File: src/sv/i2cmbe_pkg.sv
// Shared types, constants and a helper function for the I2C master bit engine.
package i2cmbe_pkg;

  localparam int unsigned TickW   = 16;
  localparam int unsigned PhaseW  = 5;
  localparam int unsigned ByteW   = 8;
  localparam int unsigned ReqW    = 3;
  localparam int unsigned InDataW = 16;
  localparam int unsigned OutDataW = 16;

  localparam logic [TickW-1:0] PhaseTicksReset = 16'd201;

  // Write commands drive eight bits of three phases each before the ACK slot.
  localparam logic [PhaseW-1:0] WriteAckPhase = 5'd24;
  localparam logic [PhaseW-1:0] WriteRelPhase = 5'd24;
  localparam logic [PhaseW-1:0] WriteSclPhase = 5'd25;
  localparam logic [PhaseW-1:0] WriteSmpPhase = 5'd26;

  typedef enum logic [ReqW-1:0] {
    REQ_TICK  = 3'd0,
    REQ_START = 3'd1,
    REQ_STOP  = 3'd2,
    REQ_WRITE = 3'd3,
    REQ_READ  = 3'd4,
    REQ_ACK   = 3'd5
  } req_t;

  typedef enum logic [ReqW-1:0] {
    CMD_IDLE  = 3'd0,
    CMD_START = 3'd1,
    CMD_STOP  = 3'd2,
    CMD_WRITE = 3'd3,
    CMD_READ  = 3'd4,
    CMD_ACK   = 3'd5
  } cmd_t;

  typedef enum logic [1:0] {
    KIND_NONE = 2'd0,
    KIND_TICK = 2'd1,
    KIND_CMD  = 2'd2
  } kind_t;

  typedef enum logic [1:0] {
    REM_0 = 2'd0,
    REM_1 = 2'd1,
    REM_2 = 2'd2
  } rem_t;

  typedef struct packed {
    kind_t            kind;
    cmd_t             cmd;
    logic [ByteW-1:0] tx_byte;
    logic             sda_in;
  } item_t;

  typedef struct packed {
    logic             cmd_rejected;
    logic [ByteW-1:0] rx_byte;
    logic             nack_seen;
    logic             done_res;
    logic             busy_res;
    logic             sda_released;
    logic             sda_level;
    logic             scl_level;
  } result_t;

  // Number of phases in each command.
  function automatic logic [PhaseW-1:0] phase_total(input cmd_t cmd);
    logic [PhaseW-1:0] n;
    case (cmd)
      CMD_START: n = 5'd4;
      CMD_STOP:  n = 5'd4;
      CMD_WRITE: n = 5'd28;
      CMD_READ:  n = 5'd24;
      CMD_ACK:   n = 5'd3;
      default:   n = 5'd0;
    endcase
    return n;
  endfunction

endpackage

File: src/sv/i2c_master_bit_engine_unit.sv
// Top level of the I2C master bit engine: front end, item queue and sequencer.
// A result beat passes through the queue and then the sequencer's result
// register before it is presented.
// Throughput: one beat per cycle while the result channel is not stalled, set by the sequencer update.
// Reset (rst_n low, synchronous): engine idle, SCL and SDA driven high, flags
// and read byte cleared, queue and result register empty, phase_ticks 201.
module i2c_master_bit_engine_unit (
  input  logic        clk,
  input  logic        rst_n,
  // Request channel.
  input  logic        in_tvalid,
  output logic        in_tready,
  input  logic [15:0] in_tdata,  // [7:0] tx_byte, [8] sda_in, [15:9] zero
  input  logic [2:0]  in_tuser,  // [2:0] req_type
  // Result channel.
  output logic        out_tvalid,
  input  logic        out_tready,
  // [0] scl_level, [1] sda_level, [2] sda_released, [3] busy_res, [4] done_res,
  // [5] nack_seen, [13:6] rx_byte, [14] cmd_rejected, [15] zero
  output logic [15:0] out_tdata,
  // Configuration: phase_ticks.
  input  logic        cfg_wr_en,
  input  logic [15:0] cfg_wr_data
);

  // The phase length register. Software must write it only while the engine is
  // quiet; the block itself does not enforce this. It feeds the sequencer directly.
  logic [i2cmbe_pkg::TickW-1:0] phase_ticks_r;

  always_ff @(posedge clk) begin
    if (!rst_n) begin
      phase_ticks_r <= i2cmbe_pkg::PhaseTicksReset;
    end else if (cfg_wr_en) begin
      phase_ticks_r <= cfg_wr_data;
    end
  end

  logic                q_push;
  logic                q_not_full;
  logic                q_pop;
  logic                q_not_empty;
  i2cmbe_pkg::item_t   q_in_item;
  i2cmbe_pkg::item_t   q_out_item;
  i2cmbe_pkg::result_t res;

  // The front end decodes the request code into a command, a tick or an empty item.
  i2cmbe_front u_front (
    .in_valid (in_tvalid),
    .req_type (in_tuser),
    .tx_byte  (in_tdata[7:0]),
    .sda_in   (in_tdata[8]),
    .q_ready  (q_not_full),
    .in_ready (in_tready),
    .q_push   (q_push),
    .q_item   (q_in_item)
  );

  // The queue lets the front keep taking beats while a result waits.
  i2cmbe_queue u_queue (
    .clk       (clk),
    .rst_n     (rst_n),
    .push      (q_push),
    .push_item (q_in_item),
    .not_full  (q_not_full),
    .pop       (q_pop),
    .not_empty (q_not_empty),
    .pop_item  (q_out_item)
  );

  // The sequencer applies one item per cycle whenever its result slot frees.
  i2cmbe_back u_back (
    .clk         (clk),
    .rst_n       (rst_n),
    .phase_ticks (phase_ticks_r),
    .q_not_empty (q_not_empty),
    .q_item      (q_out_item),
    .q_pop       (q_pop),
    .res_valid   (out_tvalid),
    .res_ready   (out_tready),
    .res         (res)
  );

  assign out_tdata = {1'b0, res};

endmodule

File: src/sv/i2cmbe_front.sv
// Front end: takes input beats and classifies each request before queueing it.
module i2cmbe_front (
  input  logic                          in_valid,
  input  logic [i2cmbe_pkg::ReqW-1:0]   req_type,
  input  logic [i2cmbe_pkg::ByteW-1:0]  tx_byte,
  input  logic                          sda_in,
  input  logic                          q_ready,
  output logic                          in_ready,
  output logic                          q_push,
  output i2cmbe_pkg::item_t             q_item
);

  always_comb begin
    q_item.tx_byte = tx_byte;
    q_item.sda_in  = sda_in;
    q_item.cmd     = i2cmbe_pkg::CMD_IDLE;
    case (req_type)
      i2cmbe_pkg::REQ_TICK: begin
        q_item.kind = i2cmbe_pkg::KIND_TICK;
      end
      i2cmbe_pkg::REQ_START: begin
        q_item.kind = i2cmbe_pkg::KIND_CMD;
        q_item.cmd  = i2cmbe_pkg::CMD_START;
      end
      i2cmbe_pkg::REQ_STOP: begin
        q_item.kind = i2cmbe_pkg::KIND_CMD;
        q_item.cmd  = i2cmbe_pkg::CMD_STOP;
      end
      i2cmbe_pkg::REQ_WRITE: begin
        q_item.kind = i2cmbe_pkg::KIND_CMD;
        q_item.cmd  = i2cmbe_pkg::CMD_WRITE;
      end
      i2cmbe_pkg::REQ_READ: begin
        q_item.kind = i2cmbe_pkg::KIND_CMD;
        q_item.cmd  = i2cmbe_pkg::CMD_READ;
      end
      i2cmbe_pkg::REQ_ACK: begin
        q_item.kind = i2cmbe_pkg::KIND_CMD;
        q_item.cmd  = i2cmbe_pkg::CMD_ACK;
      end
      default: begin
        // Unused request codes still produce a result but change nothing.
        q_item.kind = i2cmbe_pkg::KIND_NONE;
      end
    endcase
  end

  assign in_ready = q_ready;
  assign q_push   = in_valid & q_ready;

endmodule

File: src/sv/i2cmbe_queue.sv
// Two-entry queue of classified items between the front and back ends.
module i2cmbe_queue (
  input  logic              clk,
  input  logic              rst_n,
  input  logic              push,
  input  i2cmbe_pkg::item_t push_item,
  output logic              not_full,
  input  logic              pop,
  output logic              not_empty,
  output i2cmbe_pkg::item_t pop_item
);

  i2cmbe_pkg::item_t slot_r [2];
  logic              wr_ptr_r, wr_ptr_nxt;
  logic              rd_ptr_r, rd_ptr_nxt;
  logic [1:0]        count_r, count_nxt;

  assign not_full  = (count_r != 2'd2);
  assign not_empty = (count_r != 2'd0);
  assign pop_item  = slot_r[rd_ptr_r];

  always_comb begin
    wr_ptr_nxt = wr_ptr_r ^ push;
    rd_ptr_nxt = rd_ptr_r ^ pop;
    count_nxt  = count_r + {1'b0, push} - {1'b0, pop};
  end

  always_ff @(posedge clk) begin
    if (!rst_n) begin
      wr_ptr_r <= 1'b0;
      rd_ptr_r <= 1'b0;
      count_r  <= 2'd0;
    end else begin
      wr_ptr_r <= wr_ptr_nxt;
      rd_ptr_r <= rd_ptr_nxt;
      count_r  <= count_nxt;
    end
  end

  always_ff @(posedge clk) begin
    if (push) begin
      slot_r[wr_ptr_r] <= push_item;
    end
  end

endmodule

File: src/sv/i2cmbe_back.sv
// Back end: runs the SCL/SDA phase sequencer and holds the result register.
module i2cmbe_back (
  input  logic                          clk,
  input  logic                          rst_n,
  input  logic [i2cmbe_pkg::TickW-1:0]  phase_ticks,
  input  logic                          q_not_empty,
  input  i2cmbe_pkg::item_t             q_item,
  output logic                          q_pop,
  output logic                          res_valid,
  input  logic                          res_ready,
  output i2cmbe_pkg::result_t           res
);

  i2cmbe_pkg::cmd_t                 cmd_r, cmd_nxt;
  logic [i2cmbe_pkg::PhaseW-1:0]    ph_r, ph_nxt;
  i2cmbe_pkg::rem_t                 rem_r, rem_nxt;
  logic [i2cmbe_pkg::TickW-1:0]     tick_r, tick_nxt;
  logic [i2cmbe_pkg::ByteW-1:0]     sb_r, sb_nxt;
  logic                             ack_r, ack_nxt;
  logic                             scl_r, scl_nxt;
  logic                             sda_r, sda_nxt;
  logic                             rel_r, rel_nxt;
  logic [i2cmbe_pkg::ByteW-1:0]     rx_r, rx_nxt;
  logic                             vld_r, vld_nxt;
  i2cmbe_pkg::result_t              res_r, res_nxt;

  logic                             done;
  logic                             rejected;
  logic                             act_en;
  i2cmbe_pkg::cmd_t                 act_cmd;
  logic [i2cmbe_pkg::PhaseW-1:0]    act_ph;
  i2cmbe_pkg::rem_t                 act_rem;
  logic [i2cmbe_pkg::TickW:0]       cnt_sum;
  logic [i2cmbe_pkg::TickW:0]       limit;
  logic [i2cmbe_pkg::PhaseW-1:0]    ph_inc;
  i2cmbe_pkg::rem_t                 rem_inc;

  assign q_pop     = q_not_empty & (~vld_r | res_ready);
  assign res_valid = vld_r;
  assign res       = res_r;

  always_comb begin
    cmd_nxt  = cmd_r;
    ph_nxt   = ph_r;
    rem_nxt  = rem_r;
    tick_nxt = tick_r;
    sb_nxt   = sb_r;
    ack_nxt  = ack_r;
    scl_nxt  = scl_r;
    sda_nxt  = sda_r;
    rel_nxt  = rel_r;
    rx_nxt   = rx_r;
    done     = 1'b0;
    rejected = 1'b0;
    act_en   = 1'b0;
    act_cmd  = cmd_r;
    act_ph   = ph_r;
    act_rem  = rem_r;
    limit    = {1'b0, (phase_ticks == '0) ? 16'd1 : phase_ticks};
    cnt_sum  = {1'b0, tick_r} + 17'd1;
    ph_inc   = ph_r + 5'd1;
    rem_inc  = (rem_r == i2cmbe_pkg::REM_2) ? i2cmbe_pkg::REM_0 :
               ((rem_r == i2cmbe_pkg::REM_0) ? i2cmbe_pkg::REM_1 : i2cmbe_pkg::REM_2);

    if (q_pop) begin
      case (q_item.kind)
        i2cmbe_pkg::KIND_TICK: begin
          if (cmd_r != i2cmbe_pkg::CMD_IDLE) begin
            if (cnt_sum >= limit) begin
              tick_nxt = '0;
              if (ph_inc >= i2cmbe_pkg::phase_total(cmd_r)) begin
                if (cmd_r == i2cmbe_pkg::CMD_READ) begin
                  rx_nxt = sb_r;
                end
                cmd_nxt = i2cmbe_pkg::CMD_IDLE;
                ph_nxt  = '0;
                rem_nxt = i2cmbe_pkg::REM_0;
                done    = 1'b1;
              end else begin
                ph_nxt  = ph_inc;
                rem_nxt = rem_inc;
                act_en  = 1'b1;
                act_ph  = ph_inc;
                act_rem = rem_inc;
              end
            end else begin
              tick_nxt = cnt_sum[i2cmbe_pkg::TickW-1:0];
            end
          end
        end
        i2cmbe_pkg::KIND_CMD: begin
          if (cmd_r != i2cmbe_pkg::CMD_IDLE) begin
            rejected = 1'b1;
          end else begin
            cmd_nxt  = q_item.cmd;
            ph_nxt   = '0;
            rem_nxt  = i2cmbe_pkg::REM_0;
            tick_nxt = '0;
            if (q_item.cmd == i2cmbe_pkg::CMD_WRITE) begin
              sb_nxt  = q_item.tx_byte;
              ack_nxt = 1'b0;
            end else if (q_item.cmd == i2cmbe_pkg::CMD_READ) begin
              sb_nxt = '0;
            end
            act_en  = 1'b1;
            act_cmd = q_item.cmd;
            act_ph  = '0;
            act_rem = i2cmbe_pkg::REM_0;
          end
        end
        default: begin
        end
      endcase
    end

    // Pin action of the phase being entered.
    if (act_en) begin
      case (act_cmd)
        i2cmbe_pkg::CMD_START, i2cmbe_pkg::CMD_STOP: begin
          if (act_ph == 5'd0) begin
            rel_nxt = 1'b0;
            sda_nxt = (act_cmd == i2cmbe_pkg::CMD_START);
          end else if (act_ph == 5'd1) begin
            scl_nxt = 1'b1;
          end else if (act_ph == 5'd2) begin
            sda_nxt = (act_cmd != i2cmbe_pkg::CMD_START);
          end else begin
            scl_nxt = 1'b0;
          end
        end
        i2cmbe_pkg::CMD_WRITE: begin
          if (act_ph < i2cmbe_pkg::WriteAckPhase) begin
            if (act_rem == i2cmbe_pkg::REM_0) begin
              // Bits leave from the top; the shifter moves up one per bit.
              rel_nxt = 1'b0;
              sda_nxt = sb_nxt[i2cmbe_pkg::ByteW-1];
              sb_nxt  = {sb_nxt[i2cmbe_pkg::ByteW-2:0], 1'b0};
            end else if (act_rem == i2cmbe_pkg::REM_1) begin
              scl_nxt = 1'b1;
            end else begin
              scl_nxt = 1'b0;
            end
          end else if (act_ph == i2cmbe_pkg::WriteRelPhase) begin
            rel_nxt = 1'b1;
          end else if (act_ph == i2cmbe_pkg::WriteSclPhase) begin
            scl_nxt = 1'b1;
          end else if (act_ph == i2cmbe_pkg::WriteSmpPhase) begin
            ack_nxt = q_item.sda_in;
          end else begin
            scl_nxt = 1'b0;
          end
        end
        i2cmbe_pkg::CMD_READ: begin
          if (act_rem == i2cmbe_pkg::REM_0) begin
            rel_nxt = 1'b1;
            scl_nxt = 1'b1;
          end else if (act_rem == i2cmbe_pkg::REM_1) begin
            sb_nxt = {sb_nxt[i2cmbe_pkg::ByteW-2:0], q_item.sda_in};
          end else begin
            scl_nxt = 1'b0;
          end
        end
        i2cmbe_pkg::CMD_ACK: begin
          if (act_ph == 5'd0) begin
            rel_nxt = 1'b0;
            sda_nxt = 1'b0;
          end else if (act_ph == 5'd1) begin
            scl_nxt = 1'b1;
          end else begin
            scl_nxt = 1'b0;
          end
        end
        default: begin
        end
      endcase
    end

    res_nxt.scl_level    = scl_nxt;
    res_nxt.sda_level    = sda_nxt;
    res_nxt.sda_released = rel_nxt;
    res_nxt.busy_res     = (cmd_nxt != i2cmbe_pkg::CMD_IDLE);
    res_nxt.done_res     = done;
    res_nxt.nack_seen    = ack_nxt;
    res_nxt.rx_byte      = rx_nxt;
    res_nxt.cmd_rejected = rejected;

    vld_nxt = q_pop | (vld_r & ~res_ready);
  end

  always_ff @(posedge clk) begin
    if (!rst_n) begin
      cmd_r  <= i2cmbe_pkg::CMD_IDLE;
      ph_r   <= '0;
      rem_r  <= i2cmbe_pkg::REM_0;
      tick_r <= '0;
      sb_r   <= '0;
      ack_r  <= 1'b0;
      scl_r  <= 1'b1;
      sda_r  <= 1'b1;
      rel_r  <= 1'b0;
      rx_r   <= '0;
      vld_r  <= 1'b0;
    end else begin
      cmd_r  <= cmd_nxt;
      ph_r   <= ph_nxt;
      rem_r  <= rem_nxt;
      tick_r <= tick_nxt;
      sb_r   <= sb_nxt;
      ack_r  <= ack_nxt;
      scl_r  <= scl_nxt;
      sda_r  <= sda_nxt;
      rel_r  <= rel_nxt;
      rx_r   <= rx_nxt;
      vld_r  <= vld_nxt;
    end
  end

  always_ff @(posedge clk) begin
    if (q_pop) begin
      res_r <= res_nxt;
    end
  end

endmodule

File: config.mk
export PLATFORM = sky130hd
export DESIGN_NAME = i2c_master_bit_engine_unit
export DESIGN_NICKNAME = d
export VERILOG_FILES = /design/src/sv/i2cmbe_pkg.sv /design/src/sv/i2c_master_bit_engine_unit.sv /design/src/sv/i2cmbe_front.sv /design/src/sv/i2cmbe_queue.sv /design/src/sv/i2cmbe_back.sv
export SDC_FILE = /design/constraint.sdc
export NUM_CORES = 1
export LEC_CHECK = 0
export BUFFER_PORTS_ARGS = -buffer_cell sky130_fd_sc_hd__buf_2
export CORE_MARGIN = 2
export CORE_UTILIZATION = 64
export CTS_CLUSTER_DIAMETER = 80
export DETAILED_ROUTE_END_ITERATION = 10
export MAX_ROUTING_LAYER = met4
export PLACE_DENSITY = 0.95
export SETUP_SLACK_MARGIN = 0.4
export SYNTH_ARGS = -nofsm -noshare
export SYNTH_HDL_FRONTEND = slang
export SYNTH_SLANG_ARGS = --single-unit
File: constraint.sdc
create_clock -name clk -period 9.3 [get_ports clk]
set_input_delay 1.395 -clock clk [delete_from_list [all_inputs] [get_ports clk]]
set_output_delay 1.395 -clock clk [all_outputs]
set_load 0.05 [all_outputs]
* Word level (Yosys, flattened, before mapping)
Memory sizes are Yosys's and may differ from the RTL's. A register that Yosys moved wholly into a read port is not among the register bits.
Index checks and enable logic that the tools add are counted.
** Word-level totals
- Input port bits :: 40
- Logic and storage cells :: 197
- Register bits :: 82
- Memories :: 1
- Output and inout port bits :: 18
- RAM bits :: 28
** Cells by class
- Reduce and logical (&&, ||, !) cells :: 16
- Bitwise gates (word level) :: 9
- Equal/unequal tests :: 31
- $add $sub $neg :: 4
- Magnitude comparators :: 3
- Muxes and demuxes :: 110
** Memories
- u_queue.slot_r :: depth 2, width 14, rd ports 1, clocked after memory_dff 1, wr ports 1, line i2cmbe_queue.sv:13 : i2cmbe_pkg::item_t slot_r [2];
** Operator list (number)
- $mux 8 :: 16
- $mux 16 :: 4
- $mux 5 :: 12
- $mux 1 :: 47
- $pmux 16 s2 :: 1
- $eq 3x2->1 const B :: 7
- $eq 3x3->1 const B :: 7
- $mux 3 :: 7
- $mux 2 :: 10
- $pmux 5 s2 :: 2
- $pmux 5 s4 :: 1
- $add 16x1->17 const B :: 1
- $ge 17x16->1 :: 1
- $logic_not 16->1 :: 1
- $pmux 8 s2 :: 1
- $eq 5x5->1 const B :: 3
- $pmux 3 s5 :: 1
- $pmux 2 s2 :: 3
- $eq 3x1->1 const B :: 3
- $reduce_and 4->1 :: 2
- $pmux 1 s3 :: 2
- $pmux 3 s2 :: 1
- $reduce_bool 3->1 :: 2
- $add 5x1->5 const B :: 1
- other kinds (25) :: 37

* Depth between registers and ports, before layout
Gate-level depths: netlist of the first run.
- Depth after elaboration :: 20
- Depth in mapped cells :: 23
- Gate-level depth less buffers :: 19

* Modules after synthesis
Synthesis of the first run repeated with hierarchy kept, for this count alone.
** Second synthesis, totals
- Cell total of the unflattened synthesis :: 638
- Area, all modules :: 6162.2 um^2
** Modules (own cells, without submodules)
- i2cmbe_back :: times used 1, seq. area each 1391.3 um^2, cells each 499, area each 4140.2 um^2
- i2cmbe_queue :: times used 1, seq. area each 940.9 um^2, cells each 64, area each 1243.7 um^2
- i2c_master_bit_engine_unit :: times used 1, seq. area each 320.3 um^2, cells each 53, area each 616.8 um^2
- i2cmbe_front :: times used 1, seq. area each 0.0 um^2, cells each 22, area each 161.4 um^2

* Worst setup path before layout of the first run
OpenSTA, ideal clock, no wires.
- Kind :: register -> register
- Start :: register u_back.tick_r[0] in the netlist's numbering
- End :: register u_back.res_r (netlist bit u_back.res[1]), data pin
- Slack :: 4.659 ns
- Stages on the path, launching flop included :: 23
- Library setup time :: 0.263 ns
- Arrival :: 4.378 ns
- Buffers on the path :: 3
- Required time :: 9.037 ns
- Cells stage by stage :: dfxtp_1 and3_1 clkbuf_1 and3_2 clkbuf_1 nand3_1 inv_1 nand3_1 nor2_1 xor2_1 ha_1 nand3_1 nor3_1 nand3_1 and4_4 buf_6 a211oi_1 mux2i_1 o2111ai_2 a2111oi_2 a2111oi_1 a211oi_1 nor2_1
** RTL lines
- start, declared :: line i2cmbe_back.sv:17 : logic [i2cmbe_pkg::TickW-1:0] tick_r, tick_nxt;
- start signal, assigned :: line i2cmbe_back.sv:207 : tick_r <= tick_nxt;
- end signal, assigned :: line i2cmbe_back.sv:220 : res_r <= res_nxt;
- end, declared :: line i2cmbe_back.sv:25 : i2cmbe_pkg::result_t res_r, res_nxt;

* Worst setup path after layout of the first run
- Start :: register u_back.tick_r[0] in the netlist's numbering
- End :: register u_back.sb_r[4] in the netlist's numbering
** On the way
- Longest elaborated chain between the ends :: 11
** RTL lines
- $add 16x1->17 * :: line i2cmbe_back.sv:60 : cnt_sum = {1'b0, tick_r} + 17'd1;
- $ge 17x16->1 * :: line i2cmbe_back.sv:69 : if (cnt_sum >= limit) begin
- parallel branches: the longest is 8 deep, another holds $lt 5x5->1
- $mux 8 * :: line i2cmbe_back.sv:117 : if (act_en) begin
- end signal, assigned :: line i2cmbe_back.sv:208 : sb_r <= sb_nxt;
- end, declared :: line i2cmbe_back.sv:18 : logic [i2cmbe_pkg::ByteW-1:0] sb_r, sb_nxt;
Mark *: on every way between the ends.
A chain may end at the register's enable or synchronous reset.

==> summary.md, run 1 <==
| Metric | Value |
|---|---|
| Placed Instance Area | 6260 um^2 |
| VDD IR max | 0.000190 V |
| Worst setup EP type | register |
| Final setup violating endpoints | 0 |
| Post-synthesis register bit count | roughly 110 |
| Mapped Cells | 621 |
| Clk_lat worst skew | 400 ps |
| Final wirelength | 13500 um |
| Sequential power share | 42.3% |
| Syn-to-layout area delta | 7.75% |
| Most common cell after layout, fill and taps aside | nor2_1 |
| Wire per inst | 17.5 um |
| EDFF count, synth | 43 |
| Diodes inserted | 0 |
| Top cells by area, synth | dfxtp_1 23%, edfxtp_1 21%, ha_1 6.2% |
| Comb pwr share | 35.9% |
| Hold_ws | about 510 ps |
| RSZ-0062 raised after global routing | no |
| Initial cell density of the core | 65.5% |
| Switching Power | 602 uW |
| Area leader, netlist | dfxtp_1 |
| Antenna violations before repair | 0 |
| Overall power | approximately 1500 uW |
| Reg clk slew, reported paths | 130 ps |
| 1st-pass router iterations | 5 |
| IO Port Bufs | 49 |
| Setup TNS | 0 ps |
| Pwr per Cell Area | approximately 230 nW/um^2 |
| Ys flop type | dfxtp_1 |
| Final Hold Viols | 0 |
| Total CTS buffers | 9 |
| Final WS setup | 3990 ps |
| Die ar. | 10200 um^2 |
| CTS root buffer | clkbuf_8 |
| Die Height | 101 um |
| Sw Share | 41.1% |
| Ys Warns | 0 |
| Share of cells above drive strength 1 | 18.3% |
| Yosys top cell area share | 22.6% |
| Tmin final | 5310 ps |
| CTS H-tree depth | 3 |
| Total Routing Usage GR | about 28% |
| CTS tree | done |
| Clock group share of total power | between 20% and 30% |
| First-pass GRT wire length | 22000 um |
| Placement Setup Slack | between 4000 and 5000 ps |
| DIE WIDTH | 101 um |
| Total grt overflow | 0 |
| Worst min path class | register to register |
| Rel. slew slack | 44.0% |
| Async SR Flop Fraction | 0% |
| Antenna viol nets, final | 0 |
| Crit path max fanout | 13 |
| Mean Syn Cell Area | 9.70 um^2 |
| Mapped Area | between 6000 and 7000 um^2 |
| Number of global-route vias before repair | around 4700 |
| Synth unique cells | 78 |
| Syn nets | 691 |
| Number of max-cap violations | 0 |
| Core ar. | 9200 um^2 |
| Data required time of the worst path | 9640 ps |
| Clock sink count | 111 |
| Crit path arrival time | 5640 ps |
| Internal power | 861 uW |
| Critical path class | register to register |
| Max Fclk | 188 MHz |
| Most frequent cells in the layout | 73 x nor2_1, 68 x dfxtp_1, 49 x buf_2 |
| DR DRC count | 0 |
| Largest net degree at the start of global routing | 51 |
| Post-synthesis sequential area ratio | 44.0% |
| Max clock buf depth | 2 |
| Slew @ Worst Pin | between 800 and 900 ps |
| Setup Skew | 21.6 ps |
| Cts hold-fix bufs | 0 |
| Post_cts resized | 0 |
| Critical Path Source Type | register |
| Via density | 6.25 |
| NumNets Final | 725 |
| Iteration-0 DRC Markers | 294 |
| LEAKAGE | between 0.002 and 0.003 uW |
| Via count | slightly below 5000 |
| Postcts setup bufs | 0 |
| RD Place Congestion | 0.935 |
| Status | completed |
| Rows | 35 |
| Max Slew Vio Count | 0 |
| Num ports | 58 |
| Finished Cell Area | between 6000 and 7000 um^2 |
| Final Cycle Share | 57.1% |
| Post-DP HPWL | slightly below 10000 um |
| Fillers | 674 |
## final timing paths
path,cells after the start,slack [ps],endpoint,start
setup / recovery,15,3990,u_back.sb_r[4],u_back.tick_r[0]
hold / removal,2,510,phase_ticks_r[0],phase_ticks_r[0]
setup reg to reg,15,3990,u_back.sb_r[4],u_back.tick_r[0]
hold reg to reg,2,510,phase_ticks_r[0],phase_ticks_r[0]
## cell type report
type | instances | area [um^2] | share of cell area, %
timing repair buffer | 52 | 268 | 4.13
clock inverter | 7 | 104 | 1.60
tap | 111 | 139 | 2.14
multi-input combinational | 454 | 3100 | 47.8
clock buffer | 9 | 124 | 1.91
inverter | 27 | 101 | 1.56
sequential | 111 | 2650 | 40.9
## power by group through the flow
stage | sequential, uW | combinational [uW] | clock [uW]
6_report | 618 | 526 | 318
5_1_grt | 625 | 562 | 339
4_1_cts | 618 | 520 | 322
3_5_place_dp | 628 | 516 | 0
3_3_place_gp | 624 | 491 | 0
2_1_floorplan | 688 | 330 | 0
## flip-flops by register name, summed over array words and instances (netlist names), named ones only
name and flops:
phase_ticks_r 16, u_back.ack_r 1, u_back.cmd_r 3, u_back.ph_r 5, u_back.rel_r 1, u_back.rem_r 2, u_back.res 15, u_back.res_valid 1
u_back.rx_r 8, u_back.sb_r 8, u_back.scl_r 1, u_back.sda_r 1, u_back.tick_r 16, u_queue.count_r 2, u_queue.rd_ptr_r 1, u_queue.slot_r 28
u_queue.wr_ptr_r 1
## routing by layer
layer	vias up	track usage, %	part of all wire (%)
li1	2303	-	-
met4	0	8.42	1.6
met2	192	48.7	50
met5	-	-	0
met1	2303	33.7	42
met3	21	4.09	5.9
## worst max-delay path, stage by stage (launching register included)
cell and delay [ps]:
dfxtp_1 430, ha_1 250, and3_1 350, and3_2 270, xor2_1 220, ha_1 280
a211oi_1 240, nor2_1 100, o41ai_2 750, a21oi_1 130, a211oi_1 640, nor2b_1 310
a21oi_1 90, nor3b_2 680, mux2_2 410, nor2_1 90
## stage by stage
step	utilization, %	instances
final	70.6	771
after global routing	70.6	771
after CTS	70.6	771
after detailed placement	68.1	755
after global placement	68.1	755
after floorplan	-	621
## cells in the mapped netlist, types with 2 or more instances
master	n
clkbuf_8	2
or3_1	4
edfxtp_1	43
a21o_1	7
xnor2_1	10
o21ai_0	20
and3_2	3
dfxtp_1	68
inv_1	26
o2111ai_1	2
a21oi_2	2
o21ai_1	2
nand2_1	42
buf_6	4
a31o_2	3
a21boi_0	2
nand2b_1	3
or2_2	4
mux2_2	21
nor2_1	73
and2_1	14
nand3b_1	12
nand3_1	17
nor2b_1	12
o21a_1	2
a21oi_1	37
o21bai_1	2
a22oi_1	19
o211ai_1	3
xor2_1	10
nor4_1	5
ha_1	30
nand4_1	5
clkbuf_1	19
a211oi_1	9
and3_1	8
a31oi_1	3
mux2i_1	18
nor3_1	16
## cell families (layout without fill, tap and decap cells)
group	Yosys count	count (layout)	share of synthesized area (%)
AOI/OAI and AO/OA	131	131	15.4
xor gates and xnor gates	20	20	2.91
adders and majority gates	30	30	6.23
buffers and inverters	56	95	4.47
DFF	111	111	44.0
muxes	39	39	6.92
other	1	1	0.0623
and+or+nand+nor	233	233	20.0
Power figures use the tool's default switching activity.
==> inputs of run 2 (changes only) <==
CORE_UTILIZATION = 54   (was 64)
PLACE_DENSITY = 0.87   (was 0.95)
clock period = 4.3 ns   (was 9.3 ns; I/O delays follow)
==> summary.md, run 2 (synthesized netlist as in run 1, its figures left out) <==
| Metric | Value |
|---|---|
| Hold_ws | 440 ps (-74.8 ps) |
| Final setup violating endpoints | 0 (unchanged) |
| Clock sink count | 111 (unchanged) |
| IO Port Bufs | 49 (unchanged) |
| Cts hold-fix bufs | 0 (unchanged) |
| Antenna viol nets, final | 0 (unchanged) |
| First-pass GRT wire length | 24100 um (+9.8%) |
| 1st-pass router iterations | 5 (unchanged) |
| Die Height | 110 um (+8.5%) |
| DIE WIDTH | 110 um (+8.5%) |
| Total grt overflow | 0 (unchanged) |
| Internal power | 1890 uW (+120%) |
| Clock group share of total power | 18.9% (-2.9 points) |
| Antenna violations before repair | 0 (unchanged) |
| Most common cell after layout, fill and taps aside | nor2_1 |
| Tmin final | 4060 ps (-1250 ps) |
| Iteration-0 DRC Markers | 363 (+23%) |
| Pwr per Cell Area | 419 nW/um^2 (+86%) |
| Worst min path class | input pin to register |
| Worst Hold Depth | 1 (-1) |
| Via count | 5238 (+8.7%) |
| Comb pwr share | 39.5% (+3.6 points) |
| Clk_lat worst skew | 390 ps (about the same) |
| Worst setup EP type | register |
| NumNets Final | 795 (+9.7%) |
| Total CTS buffers | 9 (unchanged) |
| Slew @ Worst Pin | 939 ps (+100 ps) |
| Critical Path Slowest Stage Cell | or4_4 |
| Number of max-cap violations | 0 (unchanged) |
| Final Cycle Share | 94.3% (+37 points) |
| Initial cell density of the core | 55.6% (-9.9 points) |
| Number of global-route vias before repair | 5042 (+7.3%) |
| RD Place Congestion | 0.920 (-1.7%) |
| Wire per inst | 18.4 um (+5.2%) |
| Setup Skew | 9.64 ps (-11.9 ps) |
| RR Startpoint | u_back.tick_r[1] |
| Sequential Area | 2680 um^2 (+0.94%) |
| CTS root buffer | clkbuf_8 |
| Syn-to-layout area delta | 26.8% |
| Hold wc startpoint | in_tdata[1] |
| Most frequent cells in the layout | 65 x nor2_1, 56 x dfxtp_1, 49 x buf_2 |
| Largest net degree at the start of global routing | 51 (unchanged) |
| Num ports | 58 (unchanged) |
| Rows | 38 (+8.6%) |
| Max reg flops | 28 (unchanged) |
| Status | completed |
| Final wirelength | 16000 um (+19%) |
| Sw Share | 40.8% (-0.30 points) |
| Footprint of the multi-input gates | 3580 um^2 (+16%) |
| Reg clk slew, reported paths | 110 ps (-20 ps) |
| Crit-path most repeated cell | buf_6 |
| CTS H-tree depth | 3 (unchanged) |
| Crit path arrival time | 4350 ps (-1290 ps) |
| Reg-to-Reg End | u_back.ack_r |
| Max clock buf depth | 2 (unchanged) |
| Final Hold Viols | 0 (unchanged) |
| Setup TNS | 0 ps (unchanged) |
| Critical path class | register to register |
| RSZ-0062 raised after global routing | yes |
| Worst Reg-to-Reg Cells | 20 (+5) |
| Data required time of the worst path | 4590 ps (-5050 ps) |
| R2r setup slk | 240 ps (-3750 ps) |
| Crit path max fanout | 6 (-7) |
| Via density | 6.02 (-3.7%) |
| Fillers | 731 (+8.5%) |
| CTS tree | done |
| Top flop regs | u_queue.slot_r (28), phase_ticks_r (16), u_back.tick_r (16) |
| Hold EP | u_queue.slot_r[0][2] |
| DR DRC count | 0 (unchanged) |
| VDD IR max | 0.000420 V (+120%) |
| Fin util | 70.4% (-0.13 points) |
| Rel. slew slack | 37.3% (-6.7 points) |
| Share of cells above drive strength 1 | 36.6% (+18 points) |
| Diodes inserted | 0 (unchanged) |
| Total Routing Usage GR | 26.5% (-1.5 points) |
| Critical Path Source Type | register |
| Core ar. | 10800 um^2 (+18%) |
| Post-DP HPWL | 9840 um (about the same) |
| Worst path max stage delay | 550 ps (-200 ps) |
| Switching Power | 1310 uW (+120%) |
| Most flops, register | u_queue.slot_r |
| Die ar. | 12000 um^2 (+18%) |
| Sequential power share | 41.6% (-0.7 points) |
| Worst path cell trace | ha_4 > and3_4 > nand3_4 > buf_6 > nor2_4 > xor2_2 > ha_1 > nand2_1 > nor3_4 > buf_6 > o41ai_4 > buf_6 > a211oi_4 > mux2i_2 > buf_4 > nand3_4 > or4_4 > nand3b_1 > o21ai_2 > and2_1 |
| LEAKAGE | 0.00311 uW (+17%) |
| Max Slew Vio Count | 0 (unchanged) |
| Max Fclk | 247 MHz (+31%) |
[run 2: cell count changes in the layout (fill, tap and decap cells not counted), sizes merged]
cell / change
buf: +70
[run 2: worst max path at each step]
stage                          start              to  slack [ps]  cells past startpoint
floorplan           u_back.tick_r[2]   u_back.res[1]         400                     22
global placement    u_back.tick_r[0]   u_back.res[1]         190                     18
detailed placement  u_back.tick_r[0]  u_back.sb_r[4]          40                     16
CTS                 u_back.tick_r[1]   u_back.res[1]         250                     19
global route        u_back.tick_r[1]    u_back.ack_r          60                     20
finish              u_back.tick_r[1]    u_back.ack_r         240                     20
[run 2: final cells by class]
cell class / count / area share (%)
sequential: 111 / 35.1
timing repair buffer: 122 / 11.9
inverter: 27 / 1.36
multi-input combinational: 454 / 46.9
tap: 140 / 2.29
clock inverter: 7 / 0.787
clock buffer: 9 / 1.62
[run 2: repair_timing]
action | CTS | global route
setup endpoints to repair | 46 | 52
gates resized for setup | 49 | 73
buffers inserted | 45 | 16
pin swaps | 29 | 33
gates cloned | 0 | 0
[run 2: per-layer routing]
metal,global-route usage (%),up-vias,share of wire [%]
met3,4.86,49,6.5
met2,47.4,208,53
li1,-,2451,-
met4,9.58,0,3.2
met5,-,-,0
met1,29.5,2530,37
[run 2: critical path: cells and delay by family (launching register included)]
| kind | cells | cell delay [ps] |
|---|---|---|
| AO/OA/AOI/OAI | 3 | 420 |
| buffers and inverters | 4 | 610 |
| flip-flops | 1 | 380 |
| multiplexers | 1 | 280 |
| AND/OR/NAND/NOR | 9 | 1650 |
| XOR/XNOR | 1 | 90 |
| adder cells (fa/ha/maj) | 2 | 500 |
[run 2: metrics by stage]
stage                     setup WS, ps  instance area, um^2  total power, uW  cells
final                              244                 7630             3200    870
after global routing              56.0                 7630             3350    870
after CTS                          249                 7190             3130    854
after detailed placement          43.3                 6450             2480    793
after global placement             186                 6450             2440    793
after floorplan                    395                 6130             2210    621
[run 2: power by group through the flow]
stage | Clock [uW] | Combinational [uW] | Sequential, uW
finish | 606 | 1270 | 1330
global route | 653 | 1360 | 1340
CTS | 617 | 1180 | 1320
detailed placement | 0 | 1130 | 1350
global placement | 0 | 1100 | 1340
floorplan | 0 | 721 | 1490
